File: src/hw/rtl/date_add_subtract_days_unit_defines.svh
// Assertion macros shared by the date stepper RTL.
// Depends on nothing; users provide clk and rst in scope.
`ifndef DATE_ADD_SUBTRACT_DAYS_UNIT_DEFINES_SVH
`define DATE_ADD_SUBTRACT_DAYS_UNIT_DEFINES_SVH

`define DASD_ASSERT_IMPL(label, cond, prop, msg) \
  label: assert property (@(posedge clk) disable iff (rst) (cond) |-> (prop)) \
    else $error(msg);

`define DASD_ASSERT_NEXT(label, cond, prop, msg) \
  label: assert property (@(posedge clk) disable iff (rst) (cond) |=> (prop)) \
    else $error(msg);

`endif

File: src/hw/rtl/dasd_pkg.sv
// Types, calendar constants and month length helpers for the date stepper.
// No dependencies.
package dasd_pkg;

  localparam int DAY_W   = 5;
  localparam int MONTH_W = 4;
  localparam int YEAR_W  = 14;
  localparam int COUNT_W = 16;

  localparam logic [YEAR_W-1:0]  BASE_YEAR     = 14'd1900;
  localparam logic [YEAR_W-1:0]  BASE_YEAR_MOD = 14'd300;
  localparam logic [YEAR_W-1:0]  YEAR_CYCLE    = 14'd400;
  localparam logic [YEAR_W-1:0]  CENTURY       = 14'd100;
  localparam logic [MONTH_W-1:0] JANUARY       = 4'd1;
  localparam logic [MONTH_W-1:0] FEBRUARY      = 4'd2;
  localparam logic [MONTH_W-1:0] MONTHS        = 4'd12;
  localparam logic [DAY_W-1:0]   FIRST_DAY     = 5'd1;
  localparam logic [DAY_W-1:0]   DEC_DAYS      = 5'd31;

  typedef struct packed {
    logic [DAY_W-1:0]   day;
    logic [MONTH_W-1:0] month;
    logic [YEAR_W-1:0]  year;
    logic [COUNT_W-1:0] day_count;
    logic               subtract;
  } req_t;

  typedef struct packed {
    logic [DAY_W-1:0]   result_day;
    logic [MONTH_W-1:0] result_month;
    logic [YEAR_W-1:0]  result_year;
    logic               input_invalid;
    logic               underflow;
  } res_t;

  // ymod is the year modulo 400
  function automatic logic is_leap(input logic [YEAR_W-1:0] ymod);
    logic century;
    century = (ymod == CENTURY) || (ymod == YEAR_W'(2 * CENTURY))
           || (ymod == YEAR_W'(3 * CENTURY));
    return (ymod[1:0] == 2'b00) && !century;
  endfunction

  function automatic logic [DAY_W-1:0] month_days(input logic [MONTH_W-1:0] m,
                                                  input logic leap);
    logic [DAY_W-1:0] d;
    case (m) inside
      FEBRUARY:                 d = leap ? 5'd29 : 5'd28;
      4'd4, 4'd6, 4'd9, 4'd11: d = 5'd30;
      default:                  d = 5'd31;
    endcase
    return d;
  endfunction

endpackage

File: src/hw/rtl/dasd_core.sv
// Sequencer and day accumulator of the date stepper; one shared adder
// serves the start offset and every month step. Depends on dasd_pkg.
`include "date_add_subtract_days_unit_defines.svh"

module dasd_core #(
  parameter int COUNT_BITS = 16
) (
  input  logic            clk,
  input  logic            rst,
  input  logic            req_valid,
  output logic            req_ready,
  input  dasd_pkg::req_t  req_data,
  output logic            fin,
  input  logic            take,
  output dasd_pkg::res_t  fin_data
);

  localparam int DB = COUNT_BITS + 2;

  typedef enum logic [5:0] {
    S_IDLE   = 6'b000001,
    S_REDUCE = 6'b000010,
    S_CHECK  = 6'b000100,
    S_FWD    = 6'b001000,
    S_BWD    = 6'b010000,
    S_DONE   = 6'b100000
  } state_t;

  state_t                           state, state_next;
  logic [dasd_pkg::DAY_W-1:0]       day, day_next;
  logic [dasd_pkg::MONTH_W-1:0]     mon, mon_next;
  logic [dasd_pkg::YEAR_W-1:0]      yr, yr_next;
  logic [dasd_pkg::YEAR_W-1:0]      ymod, ymod_next;
  logic [COUNT_BITS-1:0]            cnt, cnt_next;
  logic                             sub, sub_next;
  logic                             bad, bad_next;
  logic                             under, under_next;
  logic [DB-1:0]                    acc, acc_next;

  logic                             leap;
  logic [dasd_pkg::DAY_W-1:0]       dim_cur, dim_prev;
  logic                             chk_bad;
  logic [DB-1:0]                    cnt_x, add_a, add_b, sum;
  logic [dasd_pkg::YEAR_W-1:0]      ymod_inc, ymod_dec;

  assign leap     = dasd_pkg::is_leap(ymod);
  assign dim_cur  = dasd_pkg::month_days(mon, leap);
  assign dim_prev = dasd_pkg::month_days(mon - 4'd1, leap);
  assign chk_bad  = (yr < dasd_pkg::BASE_YEAR) || (mon == '0) || (mon > dasd_pkg::MONTHS)
                 || (day == '0) || (day > dim_cur);
  assign cnt_x    = DB'(cnt);
  assign ymod_inc = (ymod == dasd_pkg::YEAR_CYCLE - 14'd1) ? '0 : ymod + 14'd1;
  assign ymod_dec = (ymod == '0) ? dasd_pkg::YEAR_CYCLE - 14'd1 : ymod - 14'd1;

  always_comb begin
    case (state)
      S_CHECK: begin
        add_a = chk_bad ? DB'(dasd_pkg::FIRST_DAY) : DB'(day);
        add_b = sub ? DB'(0) - cnt_x : cnt_x;
      end
      S_BWD: begin
        add_a = acc;
        add_b = (mon == dasd_pkg::JANUARY) ? DB'(dasd_pkg::DEC_DAYS) : DB'(dim_prev);
      end
      default: begin
        add_a = acc;
        add_b = DB'(0) - DB'(dim_cur);
      end
    endcase
  end

  assign sum = add_a + add_b;

  always_comb begin
    state_next = state;
    day_next   = day;
    mon_next   = mon;
    yr_next    = yr;
    ymod_next  = ymod;
    cnt_next   = cnt;
    sub_next   = sub;
    bad_next   = bad;
    under_next = under;
    acc_next   = acc;
    unique case (state)
      S_IDLE: begin
        if (req_valid) begin
          day_next   = req_data.day;
          mon_next   = req_data.month;
          yr_next    = req_data.year;
          ymod_next  = req_data.year;
          cnt_next   = COUNT_BITS'(req_data.day_count);
          sub_next   = req_data.subtract;
          state_next = S_REDUCE;
        end
      end
      S_REDUCE: begin
        if (ymod >= dasd_pkg::YEAR_CYCLE) begin
          ymod_next = ymod - dasd_pkg::YEAR_CYCLE;
        end else begin
          state_next = S_CHECK;
        end
      end
      S_CHECK: begin
        bad_next   = chk_bad;
        under_next = 1'b0;
        acc_next   = sum;
        if (chk_bad) begin
          mon_next  = dasd_pkg::JANUARY;
          yr_next   = dasd_pkg::BASE_YEAR;
          ymod_next = dasd_pkg::BASE_YEAR_MOD;
        end
        state_next = sub ? S_BWD : S_FWD;
      end
      S_FWD: begin
        if (!sum[DB-1] && (sum != '0)) begin
          acc_next = sum;
          if (mon == dasd_pkg::MONTHS) begin
            mon_next  = dasd_pkg::JANUARY;
            yr_next   = yr + 14'd1;
            ymod_next = ymod_inc;
          end else begin
            mon_next = mon + 4'd1;
          end
        end else begin
          state_next = S_DONE;
        end
      end
      S_BWD: begin
        if (acc[DB-1] || (acc == '0)) begin
          if (mon == dasd_pkg::JANUARY) begin
            if (yr == dasd_pkg::BASE_YEAR) begin
              under_next = 1'b1;
              state_next = S_DONE;
            end else begin
              acc_next  = sum;
              mon_next  = dasd_pkg::MONTHS;
              yr_next   = yr - 14'd1;
              ymod_next = ymod_dec;
            end
          end else begin
            acc_next = sum;
            mon_next = mon - 4'd1;
          end
        end else begin
          state_next = S_DONE;
        end
      end
      S_DONE: begin
        if (take) begin
          state_next = S_IDLE;
        end
      end
      default: state_next = S_IDLE;
    endcase
  end

  always_ff @(posedge clk) begin
    if (rst) begin
      state <= S_IDLE;
    end else begin
      state <= state_next;
    end
  end

  always_ff @(posedge clk) begin
    day   <= day_next;
    mon   <= mon_next;
    yr    <= yr_next;
    ymod  <= ymod_next;
    cnt   <= cnt_next;
    sub   <= sub_next;
    bad   <= bad_next;
    under <= under_next;
    acc   <= acc_next;
  end

  assign req_ready = (state == S_IDLE);
  assign fin       = (state == S_DONE);

  always_comb begin
    fin_data.result_day    = under ? dasd_pkg::FIRST_DAY : acc[dasd_pkg::DAY_W-1:0];
    fin_data.result_month  = under ? dasd_pkg::JANUARY : mon;
    fin_data.result_year   = under ? dasd_pkg::BASE_YEAR : yr;
    fin_data.input_invalid = bad;
    fin_data.underflow     = under;
  end

  `DASD_ASSERT_NEXT(a_accept_to_reduce, req_valid && req_ready, state == S_REDUCE, "request lost")
  `DASD_ASSERT_IMPL(a_month_range, state == S_FWD || state == S_BWD, mon != '0 && mon <= 4'd12, "month")
  `DASD_ASSERT_IMPL(a_fwd_positive, state == S_FWD, !acc[DB-1] && acc != '0, "forward day not positive")
  `DASD_ASSERT_IMPL(a_under_sub, state == S_DONE && under, sub, "underflow on forward move")

endmodule

File: src/hw/rtl/date_add_subtract_days_unit.sv
// Date stepper top level: request intake, the stepping core and the result register.
// Depends on dasd_pkg and dasd_core.
//
// Moves a Gregorian date forward or backward by a day count, one month per
// clock through a single shared adder. The year is first reduced modulo 400
// by repeated subtraction, the date is then checked, and the sequencer steps
// one month per cycle until the day fits. A 65535-day move crosses about 2150
// months. The core takes one request at a time; the finished result sits in
// an output register, so the next request is taken while the result waits.
`include "date_add_subtract_days_unit_defines.svh"

module date_add_subtract_days_unit #(
  parameter int COUNT_BITS = 16
) (
  input  logic            clk,
  input  logic            rst,
  input  logic            req_valid,
  output logic            req_ready,
  input  dasd_pkg::req_t  req_data,
  output logic            res_valid,
  input  logic            res_ready,
  output dasd_pkg::res_t  res_data
);

  logic           core_fin;
  logic           take;
  dasd_pkg::res_t core_res;

  assign take = !res_valid || res_ready;

  dasd_core #(
    .COUNT_BITS(COUNT_BITS)
  ) u_core (
    .clk       (clk),
    .rst       (rst),
    .req_valid (req_valid),
    .req_ready (req_ready),
    .req_data  (req_data),
    .fin       (core_fin),
    .take      (take),
    .fin_data  (core_res)
  );

  always_ff @(posedge clk) begin
    if (rst) begin
      res_valid <= 1'b0;
    end else if (core_fin && take) begin
      res_valid <= 1'b1;
    end else if (res_ready) begin
      res_valid <= 1'b0;
    end
  end

  always_ff @(posedge clk) begin
    if (core_fin && take) begin
      res_data <= core_res;
    end
  end

  `DASD_ASSERT_NEXT(a_result_loaded, core_fin && take, res_valid, "finished result not presented")

endmodule
File: config.mk
export PLATFORM = sky130hd
export DESIGN_NAME = date_add_subtract_days_unit
export DESIGN_NICKNAME = d
export VERILOG_FILES = /design/src/hw/rtl/dasd_pkg.sv /design/src/hw/rtl/dasd_core.sv /design/src/hw/rtl/date_add_subtract_days_unit.sv
export VERILOG_INCLUDE_DIRS = /design/src /design/src/hw/rtl
export SDC_FILE = /design/constraint.sdc
export NUM_CORES = 1
export LEC_CHECK = 0
export ABC_CLOCK_PERIOD_IN_PS = 7000
export BUFFER_PORTS_ARGS = -buffer_cell sky130_fd_sc_hd__buf_2
export CAP_MARGIN = 20
export CORE_UTILIZATION = 54
export DETAILED_ROUTE_END_ITERATION = 8
export PLACE_DENSITY_LB_ADDON = 0.08
export SLEW_MARGIN = 15
export SYNTH_ARGS = -nofsm -noshare
export SYNTH_HDL_FRONTEND = slang
export SYNTH_SLANG_ARGS = --single-unit
File: constraint.sdc
create_clock -name clk -period 7 [get_ports clk]
set_input_delay 0.7 -clock clk [delete_from_list [all_inputs] [get_ports clk]]
set_output_delay 0.7 -clock clk [all_outputs]
set_load 0.01 [all_outputs]
# After elaboration in Yosys (flattened, before gate mapping)

Cells that the tools add are included.

Register bits: 106
Input bits: 44
Output and inout bits: 27

$lt $le $gt $ge: 4
Multiplexer cells: 56
Reductions and logical operators: 34
$add $sub $neg: 10
Equal/unequal tests: 38

Operator list:

| operator              | count |
|---|---|
| $mux 14               | 16 |
| $mux 18               | 6 |
| $pmux 14 s5           | 1 |
| $pmux 14 s4           | 1 |
| $pmux 18 s3           | 1 |
| $mux 6                | 7 |
| $pmux 18 s2           | 1 |
| $pmux 6 s6            | 1 |
| $add 14x1->14 const B | 2 |
| $eq 14x9->1 const B   | 2 |
| $mux 4                | 7 |
| $sub 14x1->14 const B | 2 |
| $mux 5                | 5 |
| $eq 4x4->1 const B    | 5 |
| $add 18x18->18        | 1 |
| $logic_not 18->1      | 1 |
| $reduce_bool 18->1    | 1 |
| $sub 1x16->17 const A | 1 |
| $eq 4x3->1 const B    | 4 |
| $ne 2x1->1 const B    | 8 |
| $pmux 4 s4            | 1 |
| $eq 14x11->1 const B  | 1 |
| $eq 14x7->1 const B   | 1 |
| $eq 14x8->1 const B   | 1 |
| 38 further kinds      | 65 |

# Depth between registers and ports, before layout

Gate-level depths: netlist (run 1).

Word-level depth: 16
Depth in mapped cells: 25
Gate-level depth less buffers: 24

# Cells and area by module

From an unflattened synthesis (run 1), not the netlist that was laid out.

Cells, all modules: 760
Area, all modules: 7317.0 um^2

Modules (own cells, without submodules):

| module                      | instances | sequential area each (um^2) | cells an instance | area an instance (um^2) |
|---|---|---|---|---|
| dasd_core                   | 1         | 2342.2                      | 730               | 6511.2 |
| date_add_subtract_days_unit | 1         | 770.7                       | 30                | 805.8 |

# Worst setup path after synthesis (run 1)

Ideal clock, no wire load.

Kind: register -> register
From: register u_core.ymod[11] in the netlist's numbering
To: register u_core.acc[0] (enable)
Buffers on the path: 1
Setup time: 0.421 ns
Required time: 6.579 ns
Cell stages (with the launch flop): 22
Period minus slack after synthesis: 6.464 ns
Data arrival time: 6.043 ns
Setup slack: 0.536 ns
Path through: edfxtp_1 clkbuf_1 nor4_1 nand2b_1 o211ai_1 nand2_1 a21oi_1 nor2_1 ha_1 a211oi_1 a211oi_1 a31oi_1 ha_1 fa_1 a21oi_1 o211ai_2 o211a_1 o2111ai_1 mux2_2 nand4b_1 o41ai_4 a211oi_1

Cells in the longest elaborated chain, start to end: 16
Elaborated cells between the ends (all ways): 23
Classes of those cells: add/sub: 2; order compare: 1; eq/ne: 4; mux: 7; reduce/logical: 9

RTL lines:

| what                                                  | line             | text |
|---|---|---|
| from (decl)                                           | dasd_core.sv:33  | `logic [dasd_pkg::YEAR_W-1:0] ymod, ymod_next;` |
| from (signal assigned)                                | dasd_core.sv:170 | `ymod <= ymod_next;` |
| $eq 14x7->1 or $eq 14x8->1 (tied branches)            | dasd_pkg.sv:39   | `century = (ymod == CENTURY) \|\| (ymod == YEAR_W'(2 * CENTURY))` |
| $logic_or 1x1->1                                      | dasd_pkg.sv:39   |  |
| $logic_or 1x1->1 (*)                                  | dasd_pkg.sv:40   | `\|\| (ymod == YEAR_W'(3 * CENTURY));` |
| $logic_not 1->1 (*)                                   | dasd_pkg.sv:41   | `return (ymod[1:0] == 2'b00) && !century;` |
| $logic_and 1x1->1 (*)                                 | dasd_pkg.sv:41   |  |
| $mux 1 (*)                                            | dasd_pkg.sv:48   | `FEBRUARY: d = leap ? 5'd29 : 5'd28;` |
| $mux 5                                                | dasd_pkg.sv:47   | `case (m) inside` |
| $gt 5x5->1                                            | dasd_core.sv:50  | `\|\| (day == '0) \|\| (day > dim_cur);` |
| $logic_or 1x1->1                                      | dasd_core.sv:50  |  |
| $mux 5                                                | dasd_core.sv:58  | `add_a = chk_bad ? DB'(dasd_pkg::FIRST_DAY) : DB'(day);` |
| $mux 18                                               | dasd_core.sv:56  | `case (state)` |
| $add 18x18->18 (*)                                    | dasd_core.sv:72  | `assign sum = add_a + add_b;` |
| $reduce_bool 18->1 or $logic_not 1->1 (tied branches) | dasd_core.sv:116 | `if (!sum[DB-1] && (sum != '0)) begin` |
| $logic_and 1x1->1 (*)                                 | dasd_core.sv:116 |  |
| $ne 2x1->1 (no source line) (*)                       | n/a              |  |
| $reduce_and 4->1 (no source line) (*)                 | n/a              |  |
| to (signal assigned)                                  | dasd_core.sv:175 | `acc <= acc_next;` |
| to (decl)                                             | dasd_core.sv:38  | `logic [DB-1:0] acc, acc_next;` |

Mark *: on every way between the ends. The rest lies on a longest branch, timed or not.
A chain may end at the register's enable or synchronous reset.

# Final worst setup path (run 1)

Ends and elaborated chain as after synthesis.

==> impl_metrics.tcl, run 1 <==
set metrics [dict create \
    run_status "finished, final reports clean" \
    synth_enable_flop_cells 99 \
    timing.critical_path.arrival_ns 6.39 \
    synth.yosys.warnings 0 \
    die-height_um 119 \
    drv_slew 0 \
    layout.cells.most_common_list "sky130_fd_sc_hd__edfxtp_1 (99), sky130_fd_sc_hd__a21oi_1 (76), sky130_fd_sc_hd__buf_2 (70), sky130_fd_sc_hd__nand2_1 (65), sky130_fd_sc_hd__nor2_1 (58)" \
    postSynth.topFlopCell "sky130_fd_sc_hd__edfxtp_1" \
    postSynthAreaPerCell_um2 9.36 \
    grt_first_pass_wirelength_mm 31.7 \
    drt_first_pass_iters 5 \
    cts_max_path_buffers 2 \
    insertedDiodeCount 0 \
    power_density_nw_per_um2 244 \
    cts_max_level 3 \
    ios 71 \
    worst_clock_skew_ns 0.00880 \
    rsz0062_at_grt "no" \
    finalSetupViolCount 0 \
    ant_nets 0 \
    critical_path.slowest_cell "sky130_fd_sc_hd__nor4_1" \
    placedCellCount 1017 \
    die_x_um 119 \
    clk_transition_reported_paths_ns 0.07 \
    detailedPlacementHpwl_mm 14.7 \
    antenna_violations_before_repair 0 \
    flow.area_growth_from_synthesis_pct 10.9 \
    critPathMaxFanout 18 \
    clk_latency_ns 0.36 \
    fp.coreArea_um2 13300 \
    routabilityCongestion 0.944 \
    std_cell_rows 42 \
    ctsRootBufferMaster "sky130_fd_sc_hd__clkbuf_16" \
    fp.dieArea_um2 14300 \
    syn-instance-count 796 \
    largest_net_degree_at_the_start_of_global_routing 42 \
    crit_type "reg2reg" \
    slew_headroom_pct 26.7 \
    postSynthNetCount 886 \
    numClockSinks 106 \
    design.final.nets 943 \
    drcViolationCount 0 \
    leak_nw 3.20 \
    final_hold_viol_count 0 \
    drt_iter0_markers 560 \
    layout_worst_path_cycle_share_pct 89.8 \
    via_count_of_the_first_global_routing_pass 6234 \
    total_wire_length_after_detailed_routing_mm 19.8 \
    cp_slowest_stage_delay_ns 0.56 \
    max_cap_violations 0 \
    drive_gt1_share_pct 13.9 \
    synth-seq-area-share_pct 41.8 \
    synthArstFlopShare_pct 0 \
    tritoncts "built" \
    max-vdd-ir-drop_uv 123 \
    cts_hold_buffers 0 \
    vias 6523 \
    floorplan.initialDensity_pct 55.8 \
    synth.distinct_cells 75 \
    cells_along_the_critical_path "nor4_1 -> nand2b_1 -> o211ai_1 -> nand2_1 -> a21oi_1 -> nor2_1 -> ha_1 -> a211oi_1 -> a211oi_2 -> a31oi_1 -> ha_1 -> fa_1 -> a21oi_1 -> o211ai_2 -> o2111a_1 -> a311o_1 -> nor4_1 -> nand4b_1 -> o41ai_4 -> a211oi_2 -> buf_4" \
    wire_per_inst_um 19.2 \
    power_consumption_w 0.00202 \
    crit_required_ns 7.10 \
    tns_ns 0 \
    final_common_cell "sky130_fd_sc_hd__edfxtp_1" \
    count_of_input_and_output_buffers 70 \
    layout.cells.non_filler 1034 \
    final.min_clock_period_ns 6.29 \
    cp-start-kind "flip-flop" \
    ys_ff_latch 106 \
    finish.utilization_pct 61.9 \
    fmax_mhz 159 \
    type_of_the_most_critical_hold_path "reg2reg" \
    netlist_area_um2 7450 \
    vias_per_cell 6.31 \
    tightest_slew_ns 1.09 \
    grt_overflow 0 \
    cts-buffers-inserted 9 \
    grtUsageTotal_pct 28.5 \
    crit_path_end_kind "flip-flop" \
]
==> per-layer routing <==
metal | routed length [µm] | up-vias | part of all wire [%] | global-route usage, %
li1 | - | 3102 | - | -
met1 | 8260 | 3141 | 42 | 35.6
met2 | 10000 | 234 | 50 | 49.3
met3 | 904 | 46 | 4.6 | 3.40
met4 | 664 | 0 | 3.3 | 13.0
met5 | 0 | - | 0 | 0
==> cells in the mapped netlist, drive strengths merged (5+ instances only) <==
master  instances  area share (%)
a31oi           9            0.76
a211oi          9            0.91
dfxtp           7             1.9
and3           11            0.92
buf             5            0.32
or2            11            0.92
o22ai           5            0.42
a221o           6            0.81
or3            13             1.2
nand2b          6            0.50
nor4           12             1.1
nand2          65             3.3
nand3          28             1.9
ha             44             7.4
nor2b          16             1.3
and4            6            0.71
o21ai          53             3.6
nor3b           6            0.67
clkbuf         30             1.5
inv            31             1.6
edfxtp         99              40
nor3           22             1.5
a21o            9            0.91
and2           18             1.5
nor2           58             2.9
xnor2          20             2.4
a21oi          76             5.1
a22oi           5            0.50
nand3b          7            0.71
or4             6            0.60
o31ai          13             1.3
o211ai         13             1.4
xor2           26             3.2
==> final cells by class <==
type	instances	area, µm²
clock inverter	7	51.3
fill	1156	5080
timing repair buffer	81	440
multi-input combinational	623	4090
sequential	106	3110
inverter	32	120
clock buffer	9	225
tap	176	220
==> repair_timing <==
action | 4_1_cts | 5_1_grt
setup endpoints to repair | 0 | 45
resized for setup | 0 | 1
buffers inserted | 0 | 0
==> through the flow <==
stage	setup slack, ns	hold WS [ns]	cell area [µm²]
2_1_floorplan	0.536	0.400	7450
3_3_place_gp	0.816	0.415	7970
3_5_place_dp	0.520	0.449	7970
4_1_cts	0.484	0.465	8240
5_1_grt	0.250	0.472	8260
6_report	0.711	0.475	8260
==> state kept, by name (all words and copies together) (netlist names) <==
name	cells
res_data	25
res_valid	1
u_core.acc	18
u_core.bad	1
u_core.cnt	16
u_core.day	5
u_core.mon	4
u_core.state	6
u_core.sub	1
u_core.under	1
u_core.ymod	14
u_core.yr	14
==> path summary, 6_finish.rpt <==
kind / start / end / slack (ns) / depth (start not counted)
hold reg to reg: u_core.bad / res_data[1] / 0.47 / 0
setup reg to reg: u_core.ymod[11] / u_core.acc[0] / 0.71 / 21
setup / recovery: u_core.ymod[11] / u_core.acc[0] / 0.71 / 21
hold / removal: u_core.bad / res_data[1] / 0.47 / 0
==> logic make-up (layout without fill, tap and decap cells) <==
family	count (synthesis)	after routing	share of synthesized area (%)
flops	106	106	41.8
xor+xnor	46	46	5.51
fa+ha+maj	46	46	7.93
mux	2	2	0.285
buf+inv	67	129	3.46
compound gates	235	235	20.3
simple gates	294	294	20.7
==> worst max-delay path, delay by kind of cell, from the launching register on <==
kind	cells	cell delay [ns]
flops	1	0.51
simple gates	6	1.49
compound gates	11	2.86
fa+ha+maj	3	0.94
buf+inv	1	0.25
==> report_power, final <==
part | internal [W] | switching (W)
clock | 0.000245 | 0.000248
sequential | 0.000823 | 0.000124
combinational | 0.000232 | 0.000343
total | 0.00130 | 0.000715
No activity file was read; power rests on OpenSTA's default activity.
==> inputs of run 2 (changes only) <==
--- a/config.mk
+++ b/config.mk
@@ -6,6 +6,7 @@
 export SDC_FILE = /design/constraint.sdc
 export NUM_CORES = 1
 export LEC_CHECK = 0
+export ABC_AREA = 1
 export ABC_CLOCK_PERIOD_IN_PS = 7000
 export BUFFER_PORTS_ARGS = -buffer_cell sky130_fd_sc_hd__buf_2
 export CAP_MARGIN = 20
==> run 2 against run 1 <==
  * Core utilization is 0.92 points lower
  * Worst hold slack worse by 0.043 ns
  * Synthesized cell count is 32% higher
  * Setup slack better by 0.79 ns
  * Clock-buffer cell count is 1 higher
  * Sequential share of layout area is 2.6 points lower
  * Combinational power is 6.6% higher
  * Clock skew is 0.0048 ns higher
  * Global-route usage is 0.36 points lower
  * Clock power is 0.8% higher
  * Wire length is 4.4% higher
  * Via count is 9.9% higher
  * Critical path type unchanged
==> impl_metrics.tcl, run 2 <==
set metrics [dict create \
    run_status "finished, final reports clean" \
    std_cell_rows 44 \
    wire_per_inst_um 15.8 \
    max-vdd-ir-drop_uv 132 \
    clk_transition_reported_paths_ns 0.07 \
    timing.hold.ws_ns 0.431 \
    ys_ff_latch 106 \
    netlist_area_um2 8040 \
    ios 71 \
    cts_hold_buffers 0 \
    tritoncts "built" \
    fp.coreArea_um2 14500 \
    r2r.worst_path.cells 29 \
    routabilityCongestion 0.944 \
    final.min_clock_period_ns 5.50 \
    final_common_cell "sky130_fd_sc_hd__nand2_1" \
    vias_per_cell 5.47 \
    count_of_input_and_output_buffers 70 \
    max_cap_violations 0 \
    antenna_violations_before_repair 0 \
    crit_type "reg2reg" \
    drv_slew 0 \
    cts_post_setup_buffers_inserted 0 \
    rsz0062_at_grt "no" \
    ys_top_cells_by_area "sky130_fd_sc_hd__edfxtp_1 (37%), sky130_fd_sc_hd__nand2_1 (13%), sky130_fd_sc_hd__inv_1 (8.4%)" \
    critPathMaxFanout 14 \
    largest_net_degree_at_the_start_of_global_routing 35 \
    cts_max_path_buffers 2 \
    finalSetupViolCount 0 \
    leak_nw 4.22 \
    finish.utilization_pct 61.0 \
    grt_overflow 0 \
    largest_register_by_flop_count "res_data" \
    critical_path.slowest_cell "sky130_fd_sc_hd__o21ai_0" \
    synth.top_cells.by_count "sky130_fd_sc_hd__nand2_1 (268), sky130_fd_sc_hd__inv_1 (180), sky130_fd_sc_hd__edfxtp_1 (99)" \
    worst_clock_skew_ns 0.0136 \
    cp-start-kind "flip-flop" \
    postSynthNetCount 1142 \
    cts-buffers-inserted 9 \
    worstHoldStart "u_core.bad" \
    reg2reg_to "u_core.yr[11]" \
    crit_required_ns 7.05 \
    post_cts.resized_instances 0 \
    syn-instance-count 1052 \
    timing.critical_path.arrival_ns 5.55 \
    cts_max_level 3 \
    flow.area_growth_from_synthesis_pct 10.2 \
    synth_enable_flop_cells 99 \
    drive_gt1_share_pct 13.2 \
    ant_nets 0 \
    postSynth.topFlopCell "sky130_fd_sc_hd__edfxtp_1" \
    tns_ns 0 \
    via_count_of_the_first_global_routing_pass 6628 \
    flop_to_flop_setup_slack_ns 1.50 \
    cp_slowest_stage_delay_ns 0.63 \
    final_area_um2 8860 \
    synth-seq-area-share_pct 38.7 \
    postSynthAreaPerCell_um2 7.65 \
    design.final.nets 1210 \
    final_hold_viol_count 0 \
    ctsRootBufferMaster "sky130_fd_sc_hd__clkbuf_16" \
    numClockSinks 106 \
    fmax_mhz 182 \
    grtUsageTotal_pct 28.2 \
    power_density_nw_per_um2 228 \
    top_regs "res_data x25, u_core.acc x18, u_core.cnt x16" \
    layout_worst_path_cycle_share_pct 78.5 \
    type_of_the_most_critical_hold_path "reg2reg" \
    grt_first_pass_wirelength_mm 32.5 \
    synth.distinct_cells 61 \
    detailedPlacementHpwl_mm 16.4 \
    drcViolationCount 0 \
    yosys.area.top_type_share_pct 37.0 \
    timing.critical_path.mode_cell "sky130_fd_sc_hd__nand2_1" \
    die_x_um 124 \
    slew_headroom_pct 49.1 \
    yosysTopAreaCell "sky130_fd_sc_hd__edfxtp_1" \
    min_delay_worst_endpoint "res_data[1]" \
    drt_first_pass_iters 7 \
    fp.dieArea_um2 15400 \
    tightest_slew_ns 0.756 \
    floorplan.initialDensity_pct 55.3 \
    synthArstFlopShare_pct 0 \
    largest_register_ff_count 25 \
    synth.yosys.warnings 0 \
    crit_path_end_kind "flip-flop" \
    die-height_um 124 \
    r2r_start "u_core.ymod[9]" \
    total_wire_length_after_detailed_routing_mm 20.7 \
    drt_iter0_markers 595 \
    synth.most_common_cell "sky130_fd_sc_hd__nand2_1" \
    placed_cell_area_um2 8560 \
    vias 7166 \
    layout.cells.most_common_list "sky130_fd_sc_hd__nand2_1 (268), sky130_fd_sc_hd__inv_1 (180), sky130_fd_sc_hd__edfxtp_1 (99), sky130_fd_sc_hd__nor2_1 (90), sky130_fd_sc_hd__buf_2 (70)" \
    clk_latency_ns 0.36 \
    insertedDiodeCount 0 \
    hold_depth 0 \
]
[run 2: kinds of logic after synthesis]
group | Yosys count | share of synthesized area, %
buf+inv | 210 | 10.4
simple gates | 496 | 28.2
xor+xnor | 29 | 3.16
flops | 106 | 38.7
fa+ha+maj | 46 | 7.34
compound gates | 165 | 12.2
[run 2: stage by stage]
stage	setup slack, ns	total power [W]	cells
finish	1.50	0.00202	1309
global route	1.13	0.00214	1309
CTS	1.61	0.00202	1308
detailed placement	1.63	0.00153	1292
global placement	1.78	0.00152	1292
floorplan	2.00	0.00136	1052
[run 2: cell type report]
| type | count | area, µm² |
|---|---|---|
| Multi-Input combinational cell | 736 | 4110 |
| Fill cell | 1337 | 5670 |
| Clock inverter | 6 | 60.1 |
| Timing Repair Buffer | 77 | 407 |
| Tap cell | 184 | 230 |
| Clock buffer | 10 | 229 |
| Sequential cell | 106 | 3110 |
| Inverter | 190 | 718 |
[run 2: layer usage]
| layer | routed length [µm] | vias up | track usage [%] |
|---|---|---|---|
| li1 | - | 3626 | - |
| met1 | 8750 | 3270 | 34.6 |
| met2 | 10100 | 228 | 48.5 |
| met3 | 1060 | 42 | 3.89 |
| met4 | 787 | 0 | 13.5 |
| met5 | 0 | - | 0 |
[run 2: worst max path at each step]
stage                               start              to  slack, ns  cells after the start
after floorplan            u_core.ymod[4]   u_core.acc[0]       2.00                     29
after global placement     u_core.ymod[9]    u_core.yr[8]       1.78                     28
after detailed placement   u_core.ymod[9]    u_core.yr[8]       1.63                     29
after CTS                  u_core.ymod[9]   u_core.acc[8]       1.61                     28
after global routing      u_core.ymod[11]  u_core.acc[13]       1.13                     32
final                      u_core.ymod[9]   u_core.yr[11]       1.50                     29
[run 2: power breakdown]
part           switching (W)  internal (W)  leakage, nW
Sequential         0.0000962      0.000817        0.981
Clock               0.000247      0.000250        0.141
Combinational       0.000405      0.000208         3.10
Total               0.000748       0.00127         4.22
[run 2: critical path, delay by kind of cell, from the launching register on]
family,cells,cell delay (ns)
AOI/OAI and AO/OA,5,1.04
and+or+nand+nor,19,2.22
adders and majority gates,3,0.99
DFF,1,0.52
buffers and inverters,2,0.40
==> inputs of run 3 (changes only) <==
--- a/config.mk
+++ b/config.mk
@@ -7,7 +7,7 @@
 export NUM_CORES = 1
 export LEC_CHECK = 0
 export ABC_AREA = 1
-export ABC_CLOCK_PERIOD_IN_PS = 7000
+export ABC_CLOCK_PERIOD_IN_PS = 5400
 export BUFFER_PORTS_ARGS = -buffer_cell sky130_fd_sc_hd__buf_2
 export CAP_MARGIN = 20
 export CORE_UTILIZATION = 54
==> constraint.sdc (replaced) <==
create_clock -name clk -period 5.4 [get_ports clk]
set_input_delay 0.54 -clock clk [delete_from_list [all_inputs] [get_ports clk]]
set_output_delay 0.54 -clock clk [all_outputs]
set_load 0.01 [all_outputs]
==> run 3 against run 2 <==
  * Flip-flop and latch count unchanged
  * Setup slack got worse by 1.1 ns
  * Total power increased by 36%
  * Fmax is 11% higher
  * Sequential power grew 26%
  * Critical path type unchanged
  * Critical endpoint is now u_core.acc[9]
  * Non-clock buffer count grew 44
  * Global-route usage rose by 0.43 points
  * Cell area increased by 4.3%
  * Sequential share of layout area shrank 1.4 points
  * Largest power group unchanged
==> impl_metrics.tcl, run 3 (synthesized netlist as in run 2, its figures left out) <==
set metrics [dict create \
    run_status "finished, final reports clean" \
    crit_type "reg2reg" \
    leak_nw 4.45 \
    final.min_clock_period_ns 4.97 \
    placedCellCount 1334 \
    met3_wirelength_um 983 \
    drt_iter0_markers 600 \
    crit_required_ns 5.52 \
    clk_latency_ns 0.36 \
    ios 71 \
    tritoncts "built" \
    largest_net_degree_at_the_start_of_global_routing 34 \
    slew_headroom_pct 56.8 \
    wire_per_inst_um 15.6 \
    grt_overflow 0 \
    fmax_mhz 201 \
    drcViolationCount 0 \
    worst_clock_skew_ns 0.0141 \
    routabilityCongestion 0.941 \
    design.final.nets 1254 \
    grt_first_pass_wirelength_mm 33.2 \
    ant_nets 0 \
    total_wire_length_after_detailed_routing_mm 21.1 \
    layout_worst_path_cycle_share_pct 92.0 \
    layout.cells.most_common_list "sky130_fd_sc_hd__nand2_1 (268), sky130_fd_sc_hd__inv_1 (180), sky130_fd_sc_hd__edfxtp_1 (99), sky130_fd_sc_hd__nor2_1 (87), sky130_fd_sc_hd__buf_2 (70)" \
    cp_slowest_stage_delay_ns 0.45 \
    max-vdd-ir-drop_uv 173 \
    timing.hold.ws_ns 0.352 \
    final_common_cell "sky130_fd_sc_hd__nand2_1" \
    vias 7443 \
    die_x_um 124 \
    antenna_violations_before_repair 0 \
    finalSetupViolCount 0 \
    top_regs "res_data x25, u_core.acc x18, u_core.cnt x16" \
    fp.coreArea_um2 14500 \
    vias_per_cell 5.50 \
    route.layer.met1.wl_mm 9.09 \
    fp.dieArea_um2 15400 \
    clk_transition_reported_paths_ns 0.08 \
    die-height_um 124 \
    fillerInstances 1349 \
    cp-start-kind "flip-flop" \
    cts_max_level 3 \
    flow.area_growth_from_synthesis_pct 14.9 \
    tns_ns 0 \
    cts-buffers-inserted 9 \
    timing.critical_path.arrival_ns 5.09 \
    cts_hold_buffers 0 \
    finish.utilization_pct 63.6 \
    drive_gt1_share_pct 16.9 \
    r2r_start "u_core.ymod[10]" \
    floorplan.initialDensity_pct 55.3 \
    std_cell_rows 44 \
    ctsRootBufferMaster "sky130_fd_sc_hd__clkbuf_16" \
    final_area_um2 9250 \
    worstHoldStart "req_data[11]" \
    critical_path.slowest_cell "sky130_fd_sc_hd__fa_2" \
    numClockSinks 106 \
    crit_path_end_kind "flip-flop" \
    drv_slew 0 \
    cp-startpoint "u_core.ymod[10]" \
    final_hold_viol_count 0 \
    type_of_the_most_critical_hold_path "in2reg" \
    count_of_input_and_output_buffers 70 \
    critPathMaxFanout 18 \
    rsz0062_at_grt "no" \
    dr.max_layer_used "met4" \
    tightest_slew_ns 0.642 \
    largest_register_ff_count 25 \
    largest_register_by_flop_count "res_data" \
    wl_met2_mm 10.4 \
    placed_cell_area_um2 8890 \
    insertedDiodeCount 0 \
    grtUsageTotal_pct 28.6 \
    cts_max_path_buffers 2 \
    layout.cells.non_filler 1353 \
    max_cap_violations 0 \
    power_density_nw_per_um2 298 \
    detailedPlacementHpwl_mm 16.8 \
    via_count_of_the_first_global_routing_pass 6899 \
    drt_first_pass_iters 5 \
]
run 3: what timing repair did:
action,in CTS,in global routing
endpoints found under the setup margin,24,50
hold endpoints to repair,0,0
gates cloned,0,0
gates resized for setup,2,6
setup buffers,0,2
pin swaps,0,1
run 3: path summary, 6_finish.rpt:
kind                                       end  slack, ns  cells after the start
worst min register to register     res_data[1]       0.44                      0
worst max-delay path             u_core.acc[9]       0.43                     30
worst max register to register   u_core.acc[9]       0.43                     30
worst min-delay path            u_core.cnt[10]       0.35                      1
run 3: cell type report:
class	count	area, µm²	share of cell area, %
multi-input combinational	736	4130	44.7
clock inverter	7	66.3	0.717
inverter	190	718	7.77
timing repair buffer	121	762	8.24
tap	184	230	2.49
sequential	106	3110	33.7
clock buffer	9	225	2.44
run 3: through the flow:
stage	setup WS (ns)	total power, W
after floorplan	0.396	0.00176
after global placement	-0.134	0.00206
after detailed placement	-0.209	0.00207
after CTS	0.0549	0.00272
after global routing	0.00215	0.00290
final	0.431	0.00275
run 3: per-layer routing:
layer | vias up | track usage (%)
li1 | 3710 | -
met1 | 3460 | 35.9
met2 | 228 | 49.9
met3 | 45 | 2.79
met4 | 0 | 12.4
met5 | - | 0
run 3: power breakdown:
part	leakage (nW)	internal, W	total [W]	switching [W]
sequential	0.981	0.00106	0.00115	0.0000898
combinational	3.32	0.000362	0.000950	0.000588
clock	0.144	0.000326	0.000654	0.000329
total	4.45	0.00174	0.00275	0.00101
run 3: critical path: cells and delay by family (launching register included):
family | cells | cell delay, ns
flip-flops | 1 | 0.44
AO/OA/AOI/OAI | 4 | 0.66
adder cells (fa/ha/maj) | 3 | 0.92
buffers and inverters | 3 | 0.47
AND/OR/NAND/NOR | 20 | 2.26
